===== src/asp_pkg.sv =====
`default_nettype none
// ----------------------------------------------------------------------------
// asp_pkg: shared types and constants of the arpeggiator step sequencer
// Field widths, register codes, reset values, controller states and the
// command and status bundles between controller and datapath.
// ----------------------------------------------------------------------------
package asp_pkg;

    localparam int MAX_PATTERN = 32;

    localparam int PERIOD_W   = 20;
    localparam int LEN_W      = 6;
    localparam int NOTES_W    = 56;
    localparam int NOTE_W     = 7;
    localparam int IDX_W      = 5;
    localparam int NOTE_WORDS = 4;
    localparam int PER_WORD   = 8;
    localparam int CFG_IDX_W  = 3;
    localparam int CFG_DATA_W = 56;
    localparam int DIV_CNT_W  = 3;
    localparam int COUNT_W    = 2;

    localparam logic [DIV_CNT_W-1:0] DIV_LAST = DIV_CNT_W'(IDX_W - 1);

    localparam logic [PERIOD_W-1:0] PERIOD_RESET  = 20'd26181;
    localparam logic [LEN_W-1:0]    LEN_RESET     = 6'd8;
    localparam logic [NOTES_W-1:0]  NOTES_A_RESET = 56'd29526165119982125;
    localparam logic [LEN_W-1:0]    LEN_MAX       = LEN_W'(MAX_PATTERN);

    typedef enum logic [CFG_IDX_W-1:0] {
        CFG_STEP_PERIOD    = 3'd0,
        CFG_PATTERN_LENGTH = 3'd1,
        CFG_NOTES_A        = 3'd2,
        CFG_NOTES_B        = 3'd3,
        CFG_NOTES_C        = 3'd4,
        CFG_NOTES_D        = 3'd5
    } cfg_reg_t;

    typedef enum logic [1:0] {
        ST_IDLE,
        ST_DIV,
        ST_EVAL,
        ST_SEND
    } state_t;

    typedef struct packed {
        logic accept;
        logic div_step;
        logic eval;
        logic load;
    } asp_cmd_t;

    typedef struct packed {
        logic has_events;
        logic load_ok;
        logic sending_last;
    } asp_status_t;

endpackage
`default_nettype wire


===== src/asp_ctrl.sv =====
`default_nettype none
// ----------------------------------------------------------------------------
// asp_ctrl: tick sequencing controller
// Accepts a tick, runs the remainder unit, triggers evaluation and hands
// each event to the output register in turn.
// ----------------------------------------------------------------------------
module asp_ctrl
    import asp_pkg::*;
(
    input  wire logic        clk,
    input  wire logic        rst_n,
    input  wire logic        in_valid,
    output logic             in_stall,
    input  wire asp_status_t status,
    output asp_cmd_t         cmd
);

    state_t                 state_reg;
    state_t                 state_next;
    logic [DIV_CNT_W-1:0]   div_cnt_reg;
    logic [DIV_CNT_W-1:0]   div_cnt_next;

    always_ff @(posedge clk or negedge rst_n)
    begin
        if (!rst_n)
        begin
            state_reg   <= ST_IDLE;
            div_cnt_reg <= '0;
        end
        else
        begin
            state_reg   <= state_next;
            div_cnt_reg <= div_cnt_next;
        end
    end

    always_comb
    begin
        state_next   = state_reg;
        div_cnt_next = div_cnt_reg;
        unique case (state_reg)
            ST_IDLE:
            begin
                div_cnt_next = '0;
                if (in_valid)
                begin
                    state_next = ST_DIV;
                end
            end
            ST_DIV:
            begin
                div_cnt_next = div_cnt_reg + DIV_CNT_W'(1);
                if (div_cnt_reg == DIV_LAST)
                begin
                    state_next = ST_EVAL;
                end
            end
            ST_EVAL:
            begin
                state_next = status.has_events ? ST_SEND : ST_IDLE;
            end
            ST_SEND:
            begin
                if (status.load_ok && status.sending_last)
                begin
                    state_next = ST_IDLE;
                end
            end
            default:
            begin
                state_next = ST_IDLE;
            end
        endcase
    end

    always_comb
    begin
        in_stall     = 1'b1;
        cmd          = '0;
        unique case (state_reg)
            ST_IDLE:
            begin
                in_stall   = 1'b0;
                cmd.accept = in_valid;
            end
            ST_DIV:
            begin
                cmd.div_step = 1'b1;
            end
            ST_EVAL:
            begin
                cmd.eval = 1'b1;
            end
            ST_SEND:
            begin
                cmd.load = status.load_ok;
            end
            default:
            begin
                in_stall = 1'b1;
            end
        endcase
    end

endmodule
`default_nettype wire


===== src/asp_dp.sv =====
`default_nettype none
// ----------------------------------------------------------------------------
// asp_dp: arpeggiator datapath
// Configuration registers, sequencer state, a bit-serial remainder unit for
// the step index, event evaluation and the output register.
// ----------------------------------------------------------------------------
module asp_dp
    import asp_pkg::*;
(
    input  wire logic                  clk,
    input  wire logic                  rst_n,
    input  wire logic                  cfg_write,
    input  wire logic [CFG_IDX_W-1:0]  cfg_index,
    input  wire logic [CFG_DATA_W-1:0] cfg_data,
    input  wire logic                  run,
    input  wire asp_cmd_t              cmd,
    output asp_status_t                status,
    output logic                       out_valid,
    input  wire logic                  out_stall,
    output logic                       note_on,
    output logic [NOTE_W-1:0]          note_number,
    output logic                       last
);

    logic [PERIOD_W-1:0] period_reg;
    logic [LEN_W-1:0]    length_reg;
    logic [NOTES_W-1:0]  notes_reg [NOTE_WORDS];

    logic [PERIOD_W-1:0] position_reg;
    logic [PERIOD_W-1:0] position_next;
    logic [IDX_W-1:0]    index_reg;
    logic [IDX_W-1:0]    index_next;
    logic [NOTE_W-1:0]   held_note_reg;
    logic [NOTE_W-1:0]   held_note_next;
    logic                note_held_reg;
    logic                note_held_next;

    logic                run_reg;
    logic [LEN_W-1:0]    len_reg;
    logic [PERIOD_W-1:0] gate_reg;
    logic [IDX_W-1:0]    div_sh_reg;
    logic [LEN_W-1:0]    rem_reg;
    logic [LEN_W-1:0]    rem_next;

    logic                ev0_on_reg;
    logic                ev0_on_next;
    logic [NOTE_W-1:0]   ev0_note_reg;
    logic [NOTE_W-1:0]   ev0_note_next;
    logic [NOTE_W-1:0]   ev1_note_reg;
    logic [NOTE_W-1:0]   ev1_note_next;
    logic [COUNT_W-1:0]  count_reg;
    logic [COUNT_W-1:0]  count_next;
    logic                send_sel_reg;

    logic                out_valid_reg;
    logic                note_on_reg;
    logic [NOTE_W-1:0]   note_number_reg;
    logic                last_reg;

    logic [LEN_W-1:0]    len_sat;
    logic [PERIOD_W+1:0] gate_sum;
    logic [LEN_W-1:0]    rem_shift;
    logic [NOTE_W-1:0]   note_list [MAX_PATTERN];
    logic [NOTE_W-1:0]   note_sel;
    logic                step_end;
    logic                sending_last;
    logic                load_ok;

    always_ff @(posedge clk or negedge rst_n)
    begin
        if (!rst_n)
        begin
            period_reg   <= PERIOD_RESET;
            length_reg   <= LEN_RESET;
            notes_reg[0] <= NOTES_A_RESET;
            notes_reg[1] <= '0;
            notes_reg[2] <= '0;
            notes_reg[3] <= '0;
        end
        else if (cfg_write)
        begin
            unique case (cfg_index)
                CFG_STEP_PERIOD:    period_reg   <= cfg_data[PERIOD_W-1:0];
                CFG_PATTERN_LENGTH: length_reg   <= cfg_data[LEN_W-1:0];
                CFG_NOTES_A:        notes_reg[0] <= cfg_data[NOTES_W-1:0];
                CFG_NOTES_B:        notes_reg[1] <= cfg_data[NOTES_W-1:0];
                CFG_NOTES_C:        notes_reg[2] <= cfg_data[NOTES_W-1:0];
                CFG_NOTES_D:        notes_reg[3] <= cfg_data[NOTES_W-1:0];
                default:            period_reg   <= period_reg;
            endcase
        end
    end

    assign len_sat  = (length_reg > LEN_MAX) ? LEN_MAX : length_reg;
    assign gate_sum = {2'b00, period_reg} + {1'b0, period_reg, 1'b0};

    assign rem_shift = {rem_reg[LEN_W-2:0], div_sh_reg[IDX_W-1]};
    assign rem_next  = (rem_shift >= len_reg) ? (rem_shift - len_reg) : rem_shift;

    always_ff @(posedge clk)
    begin
        if (cmd.accept)
        begin
            run_reg    <= run;
            len_reg    <= len_sat;
            gate_reg   <= gate_sum[PERIOD_W+1:2];
            div_sh_reg <= index_reg;
            rem_reg    <= '0;
        end
        else if (cmd.div_step)
        begin
            div_sh_reg <= {div_sh_reg[IDX_W-2:0], 1'b0};
            rem_reg    <= rem_next;
        end
    end

    always_comb
    begin
        for (int i = 0; i < MAX_PATTERN; i++)
        begin
            note_list[i] = notes_reg[i / PER_WORD][NOTE_W * (i % PER_WORD) +: NOTE_W];
        end
    end

    assign note_sel = note_list[rem_reg[IDX_W-1:0]];
    assign step_end = ({1'b0, position_reg} + 21'd1) >= {1'b0, period_reg};

    always_comb
    begin
        count_next     = '0;
        ev0_on_next    = 1'b0;
        ev0_note_next  = held_note_reg;
        ev1_note_next  = note_sel;
        held_note_next = held_note_reg;
        note_held_next = note_held_reg;
        position_next  = position_reg;
        index_next     = index_reg;
        if (!run_reg)
        begin
            if (note_held_reg)
            begin
                count_next     = COUNT_W'(1);
                note_held_next = 1'b0;
            end
        end
        else if (len_reg != '0)
        begin
            if (position_reg == '0)
            begin
                held_note_next = note_sel;
                note_held_next = 1'b1;
                if (note_held_reg)
                begin
                    count_next = COUNT_W'(2);
                end
                else
                begin
                    count_next    = COUNT_W'(1);
                    ev0_on_next   = 1'b1;
                    ev0_note_next = note_sel;
                end
            end
            else if ((position_reg == gate_reg) && note_held_reg)
            begin
                count_next     = COUNT_W'(1);
                note_held_next = 1'b0;
            end
            if (step_end)
            begin
                position_next = '0;
                index_next    = ((rem_reg + LEN_W'(1)) == len_reg) ? '0
                                : (rem_reg[IDX_W-1:0] + IDX_W'(1));
            end
            else
            begin
                position_next = position_reg + PERIOD_W'(1);
            end
        end
    end

    always_ff @(posedge clk or negedge rst_n)
    begin
        if (!rst_n)
        begin
            position_reg  <= '0;
            index_reg     <= '0;
            held_note_reg <= '0;
            note_held_reg <= 1'b0;
        end
        else if (cmd.eval)
        begin
            position_reg  <= position_next;
            index_reg     <= index_next;
            held_note_reg <= held_note_next;
            note_held_reg <= note_held_next;
        end
    end

    always_ff @(posedge clk)
    begin
        if (cmd.eval)
        begin
            ev0_on_reg   <= ev0_on_next;
            ev0_note_reg <= ev0_note_next;
            ev1_note_reg <= ev1_note_next;
            count_reg    <= count_next;
        end
    end

    assign sending_last = send_sel_reg || (count_reg == COUNT_W'(1));
    assign load_ok      = !out_valid_reg || !out_stall;

    always_ff @(posedge clk or negedge rst_n)
    begin
        if (!rst_n)
        begin
            send_sel_reg  <= 1'b0;
            out_valid_reg <= 1'b0;
        end
        else
        begin
            if (cmd.eval)
            begin
                send_sel_reg <= 1'b0;
            end
            else if (cmd.load)
            begin
                send_sel_reg <= 1'b1;
            end
            if (cmd.load)
            begin
                out_valid_reg <= 1'b1;
            end
            else if (!out_stall)
            begin
                out_valid_reg <= 1'b0;
            end
        end
    end

    always_ff @(posedge clk)
    begin
        if (cmd.load)
        begin
            note_on_reg     <= send_sel_reg ? 1'b1 : ev0_on_reg;
            note_number_reg <= send_sel_reg ? ev1_note_reg : ev0_note_reg;
            last_reg        <= sending_last;
        end
    end

    assign status.has_events   = (count_next != '0);
    assign status.load_ok      = load_ok;
    assign status.sending_last = sending_last;

    assign out_valid   = out_valid_reg;
    assign note_on     = note_on_reg;
    assign note_number = note_number_reg;
    assign last        = last_reg;

endmodule
`default_nettype wire


===== src/arpeggiator_step_sequencer_core.sv =====
`default_nettype none
// A tick occupies the core through the remainder unit and evaluation, and then
// until its events, if any, are loaded, plus any time the output is stalled.
// The first event follows the tick transfer once the bit-serial remainder of
// step index by pattern length is done.
// A new tick is taken while the last event still waits in the output register.
// Reset loads the default tempo and pattern and clears position and held note.
// ----------------------------------------------------------------------------
// arpeggiator_step_sequencer_core: arpeggiator step sequencer top level
// Joins the tick controller and the datapath.
// ----------------------------------------------------------------------------
module arpeggiator_step_sequencer_core
    import asp_pkg::*;
(
    input  wire logic                  clk,
    input  wire logic                  rst_n,
    input  wire logic                  cfg_write,
    input  wire logic [CFG_IDX_W-1:0]  cfg_index,
    input  wire logic [CFG_DATA_W-1:0] cfg_data,
    input  wire logic                  in_valid,
    output logic                       in_stall,
    input  wire logic                  run,
    output logic                       out_valid,
    input  wire logic                  out_stall,
    output logic                       note_on,
    output logic [NOTE_W-1:0]          note_number,
    output logic                       last
);

    asp_cmd_t    cmd;
    asp_status_t status;

    asp_ctrl u_ctrl (
        .clk      (clk),
        .rst_n    (rst_n),
        .in_valid (in_valid),
        .in_stall (in_stall),
        .status   (status),
        .cmd      (cmd)
    );

    asp_dp u_dp (
        .clk         (clk),
        .rst_n       (rst_n),
        .cfg_write   (cfg_write),
        .cfg_index   (cfg_index),
        .cfg_data    (cfg_data),
        .run         (run),
        .cmd         (cmd),
        .status      (status),
        .out_valid   (out_valid),
        .out_stall   (out_stall),
        .note_on     (note_on),
        .note_number (note_number),
        .last        (last)
    );

endmodule
`default_nettype wire


===== config.mk =====
export PLATFORM = sky130hd
export DESIGN_NAME = arpeggiator_step_sequencer_core
export DESIGN_NICKNAME = d
export VERILOG_FILES = /design/src/asp_pkg.sv /design/src/asp_ctrl.sv /design/src/asp_dp.sv /design/src/arpeggiator_step_sequencer_core.sv
export SDC_FILE = /design/constraint.sdc
export NUM_CORES = 1
export LEC_CHECK = 0
export BUFFER_PORTS_ARGS = -buffer_cell sky130_fd_sc_hd__buf_4
export CAP_MARGIN = 20
export CORE_ASPECT_RATIO = 1.75
export CORE_UTILIZATION = 54
export DETAILED_ROUTE_END_ITERATION = 12
export PLACE_DENSITY_LB_ADDON = 0.15
export SLEW_MARGIN = 20
export SYNTH_ARGS = -nofsm -noshare
export SYNTH_HDL_FRONTEND = slang
export SYNTH_SLANG_ARGS = --single-unit

===== constraint.sdc =====
create_clock -name clk -period 9.8 [get_ports clk]
set_input_delay 0.49 -clock clk [delete_from_list [all_inputs] [get_ports clk]]
set_output_delay 0.49 -clock clk [all_outputs]
set_load 0.01 [all_outputs]

==> results of run 1 <==
==> final timing paths <==
kind	slack (ps)	endpoint	cells after the start	start
worst max-delay path	5850	u_dp.position_reg[0]	15	u_dp.position_reg[5]
worst min-delay path	40	u_dp.position_reg[3]	1	rst_n
worst max register to register	5850	u_dp.position_reg[0]	15	u_dp.position_reg[5]
worst min register to register	480	u_dp.index_reg[0]	1	u_dp.index_reg[0]
max in group asynchronous	8300	u_dp.period_reg[8]	2	rst_n
min in group clk	140	u_dp.run_reg	1	run
==> routing by layer <==
metal | track usage (%) | part of all wire [%] | wire (µm) | vias to the layer above
met3 | 3.17 | 2.8 | 1030 | 73
met5 | 0 | 0 | 0 | -
met4 | 9.19 | 3.4 | 1250 | 0
met2 | 43.7 | 54 | 19900 | 160
met1 | 28.9 | 39 | 14400 | 5288
li1 | - | - | - | 4771
==> area by class of cell <==
type                       instances  area, µm²  share of cell area, %
timing repair buffer              86        666                   3.43
multi-input combinational        802       7800                   40.2
tap                              396        495                   2.55
clock buffer                      51       1020                   5.25
sequential                       354       9170                   47.2
clock inverter                    11        103                  0.528
inverter                          47        176                  0.908
==> per-stage QoR <==
step	utilization, %	hold slack [ps]	power, mW	worst slack, ps	cells
floorplan	-	194	3.32	6390	1270
global placement	57.9	473	3.75	5940	1685
detailed placement	57.9	472	3.80	5880	1685
CTS	61.4	82.1	5.13	5840	1747
global route	61.4	106	5.35	5480	1747
finish	61.4	43.3	5.07	5850	1747
==> worst max-delay path, cell delays in order (launching register included) <==
cell and delay, ps:
dfrtp_1 490, and3_1 240, and3_4 220, nand2_1 80, nor2_1 270, nand3_1 190, xnor2_1 180, ha_1 300
nand4_1 110, nor4_1 50, a211o_1 270, a211oi_1 320, and3_4 260, a21oi_4 150, nor2_1 500, mux2_2 260
==> power by group through the flow <==
stage	Clock [mW]	Sequential (mW)	Combinational, mW
floorplan	0	2.04	1.27
global placement	0	2.15	1.60
detailed placement	0	2.17	1.63
CTS	1.35	2.14	1.64
global route	1.40	2.19	1.76
finish	1.31	2.14	1.61
==> cell families (layout without fill, tap and decap cells) <==
group / Yosys count / count (layout) / share of synthesized area (%)
muxes: 341 / 341 / 26.6
buffers and inverters: 114 / 195 / 2.58
xor gates and xnor gates: 67 / 67 / 3.37
and+or+nand+nor: 194 / 194 / 5.53
adders and majority gates: 53 / 53 / 3.90
DFF: 354 / 354 / 52.7
AOI/OAI and AO/OA: 147 / 147 / 5.33
==> cell usage after synthesis (7+ instances only) <==
cell and n:
mux2_2 265, dfrtp_1 255, nand2_1 71, mux4_2 70, edfxtp_1 58, ha_1 51, clkbuf_1 50, xnor2_1 49
inv_1 47, o21ai_0 47, dfstp_2 35, nor2_1 32, a21oi_1 29, nand3_1 20, xor2_1 18, a21o_1 17
buf_2 14, and3_1 11, nor2b_1 10, o22ai_1 10, nand4_1 9, nor4_1 9, o21bai_1 7
==> results_dict.tcl, run 1 <==
set metrics [dict create \
    status "complete, no violations" \
    drv_slew 0 \
    fin_crit_ps 3950 \
    drc 0 \
    viasPerCell 5.89 \
    drtIter0Drc 508 \
    power_frac_clock_pct 25.9 \
    clk_latency_ps 540 \
    fmax_mhz 253 \
    crit_path_start_kind "flop" \
    cts_tree "yes" \
    grt.overflow.total 0 \
    largest_reg_flops 224 \
    endpoint_kind "flop" \
    mostFrequentLayoutCell "mux2_2" \
    sw_frac_of_total_pct 30.6 \
    crit_fanout 19 \
    placed_area_um2 18300 \
    hold_viol_final 0 \
    grt_max_degree 175 \
    slew-limit-headroom_pct 23.5 \
    drt-total-wl_mm 36.6 \
    cts-root-buf "clkbuf_16" \
    worstPathRequired_ps 10260 \
    synth_area_leaders "dfrtp_1 37%, mux2_2 17%, edfxtp_1 10%" \
    pwr-share-seq_pct 42.2 \
    yosysTopAreaCell "dfrtp_1" \
    min_period_over_period_pct 40.3 \
    die_w_um 138 \
    cts_resized 0 \
    synth_top_area_share_pct 36.7 \
    cts_buffers 34 \
    netlist_instances 1270 \
    cts_buffer_depth 3 \
    grt_pass1_vias 11100 \
    synth_flop_cell "dfrtp_1" \
    initial_core_util_pct 55.0 \
    place_congestion 0.915 \
    n_fill_cell 2565 \
    setup_viol 0 \
    routedWlPerCell_um 21.0 \
    row_count 86 \
    hold_buffers 0 \
    synthDistinctLibCells 56 \
    diodes 0 \
    grt_util_all_layers_pct 24.2 \
    power_density_nw_per_um2 261 \
    fp.dieH_um 239 \
    drive_gt1_share_pct 39.0 \
    power_leakage_nw 8.23 \
    holdCritPathClass "input pin to asynchronous set/reset pin" \
    drtAntennaViolNets 0 \
    p_int_mw 3.51 \
    postCtsSetupRepairBufs 0 \
    final_cell_mix "265 x mux2_2, 255 x dfrtp_1, 84 x buf_4" \
    syn-cell-area_um2 17400 \
    postLayoutCellArea_um2 19400 \
    skew_ps 14.9 \
    setup_tns_ps 0 \
    hpwl_mm 25.4 \
    synth_edf_count 58 \
    drt_pass1_iterations 5 \
    max-vdd-ir-drop_uv 170 \
    io_pins 76 \
    p_sw_mw 1.55 \
    clkTransAtPathRegs_ps 70 \
    worst_pin_slew_ps 1150 \
    antenna_found_initial 0 \
    vias 10300 \
    arrival_ps 4410 \
    comb_power_share_pct 31.9 \
    htreeDepth 2 \
    cts.sinks 354 \
    synthArstFlopShare_pct 81.9 \
    syn-mean-instance-area_um2 13.7 \
    rsz0062_at_grt "false" \
    maxCapViolations 0 \
    core_area_um2 31600 \
    dieArea_um2 33000 \
    grt_pass1_wl_mm 60.1 \
    syn_nets 1388 \
    io_buffers 75 \
    yosys_warnings 0 \
    seq_area_frac_synth_pct 52.7 \
    areaGrowthSynthToFinish_pct 11.7 \
    path_class "flop to flop" \
    ys_ff_latch 354 \
    final_nets 1443 \
]
(Power assumes the default switching activity.)
==> run 2: changes to the inputs <==
Clock period 9.8 ns to 3.58 ns, I/O delays scaled along.
==> run 2 against run 1 <==
Hold slack got worse by 32 ps. Design area up 5.0%. Sequential share of layout area down 2.3 points. Via count rose by 3.5%. Register-to-register slack worse by 5700 ps. Power rose to 2.8 times the previous value. Final cell count rose by 5.3%. Fmax up 15%. Worst setup slack worse by 5700 ps.
==> results_dict.tcl, run 2 (synthesis gave the netlist of run 1 again) <==
set metrics [dict create \
    status "complete, no violations" \
    postCtsSetupRepairBufs 0 \
    fmax_mhz 291 \
    dieArea_um2 33000 \
    cts_buffers 35 \
    row_count 86 \
    fp.dieH_um 239 \
    grt_pass1_vias 11400 \
    drt-total-wl_mm 38.0 \
    final_nets 1534 \
    viasPerCell 5.79 \
    drt_pass1_iterations 5 \
    cts_buffer_depth 3 \
    grtUsageMet1_pct 29.8 \
    final_cell_mix "265 x mux2_2, 254 x dfrtp_1, 113 x buf_4" \
    power_leakage_nw 8.69 \
    vias 10700 \
    grt.overflow.total 0 \
    diodes 0 \
    io_pins 76 \
    grt_util_all_layers_pct 25.0 \
    cts-root-buf "clkbuf_16" \
    power_density_nw_per_um2 699 \
    areaGrowthSynthToFinish_pct 17.4 \
    crit_path_start_kind "flop" \
    dp.cells 1716 \
    grt_pass1_wl_mm 62.1 \
    gr-usage-met3_pct 2.98 \
    htreeDepth 2 \
    n_fill_cell 2403 \
    setup_tns_ps 0 \
    hpwl_mm 26.6 \
    drtIter0Drc 527 \
    largest_reg_flops 224 \
    die_w_um 138 \
    cts.sinks 354 \
    max-vdd-ir-drop_uv 609 \
    setup_viol 0 \
    whs_ps 11.6 \
    worst_pin_slew_ps 929 \
    min_period_over_period_pct 96.1 \
    clk_latency_ps 530 \
    hold_viol_final 0 \
    fin_cells 1839 \
    drv_slew 0 \
    cts_tree "yes" \
    place_congestion 0.967 \
    core_area_um2 31600 \
    maxCapViolations 0 \
    drive_gt1_share_pct 39.3 \
    holdCritPathClass "input pin to flop" \
    fin_crit_ps 3440 \
    mostFrequentLayoutCell "mux2_2" \
    slew-limit-headroom_pct 38.1 \
    skew_ps 14.3 \
    drtAntennaViolNets 0 \
    crit_fanout 5 \
    drc 0 \
    clkTransAtPathRegs_ps 60 \
    antenna_found_initial 0 \
    io_buffers 75 \
    top_usage_layer "met2" \
    grt_max_degree 81 \
    arrival_ps 3840 \
    path_class "flop to flop" \
    initial_core_util_pct 55.0 \
    worstPathRequired_ps 3980 \
    use_met2_pct 45.2 \
    routedWlPerCell_um 20.7 \
    endpoint_kind "flop" \
]
-- run 2: cell count changes in the layout (fill, tap and decap cells not counted), sizes merged --
| cell | previous run | this run |
|---|---|---|
| dlygate4sd3 | 0 | 58 |
| clkinv | 8 | 6 |
| clkbuf | 51 | 55 |
| buf | 86 | 118 |
| inv | 49 | 48 |
| bufinv | 1 | 2 |
-- run 2: path summary, 6_finish.rpt --
| path | cells past startpoint | end | slack (ps) | from |
|---|---|---|---|---|
| setup / recovery | 15 | u_dp.index_reg[1] | 140 | u_dp.position_reg[7] |
| hold / removal | 3 | u_dp.period_reg[11] | 10 | cfg_data[11] |
| setup reg to reg | 15 | u_dp.index_reg[1] | 140 | u_dp.position_reg[7] |
| hold reg to reg | 2 | u_dp.rem_reg[5] | 490 | u_dp.rem_reg[5] |
| max in group asynchronous | 3 | u_dp.note_list[91] | 2420 | rst_n |
| min in group asynchronous | 2 | u_dp.position_reg[0] | 190 | rst_n |
-- run 2: cell type report --
cell class | count | area [µm²] | area share [%]
Tap cell | 396 | 495 | 2.43
Timing Repair Buffer | 176 | 1520 | 7.47
Clock inverter | 9 | 113 | 0.552
Clock buffer | 55 | 1080 | 5.31
Sequential cell | 354 | 9170 | 44.9
Multi-Input combinational cell | 802 | 7850 | 38.5
Inverter | 47 | 176 | 0.864
-- run 2: critical path: stages, from the launching register on --
cell	delay, ps
dfrtp_1	350
and3_1	210
and3_4	230
nand2_1	130
nor2_2	160
nand3_1	130
xnor2_2	190
ha_1	310
nand4_1	130
nor4_2	60
a211o_1	280
a211oi_2	250
and3_4	230
a21oi_4	70
and2_2	260
mux2_1	330
-- run 2: per-layer routing --
layer  vias up  routed length (µm)
met2       191               20800
met4         0                1310
met1      5444               14800
met3        70                1130
li1       4945                   -
met5         -                   0
-- run 2: where the power goes --
part | switching, mW | internal, mW | total, mW
registers | 0.606 | 5.21 | 5.82
logic | 2.17 | 2.48 | 4.66
clock network | 1.54 | 2.24 | 3.79
total | 4.32 | 9.94 | 14.3
-- run 2: per-stage QoR --
| step | instance area, µm² | power, mW | utilization, % | setup slack [ps] |
|---|---|---|---|---|
| after global routing | 20400 | 15.0 | 64.5 | -9.92 |
| final | 20400 | 14.3 | 64.5 | 139 |
| after global placement | 18600 | 10.4 | 58.7 | 76.0 |
| after CTS | 20400 | 14.4 | 64.3 | 19.9 |
| after floorplan | 17400 | 9.08 | - | 167 |
| after detailed placement | 18600 | 10.5 | 58.7 | 58.8 |
-- run 2: timing repair --
item	CTS	global route
resized for setup	0	12
setup endpoints to repair	0	10
hold buffers	58	0
endpoints found under the hold margin	297	0
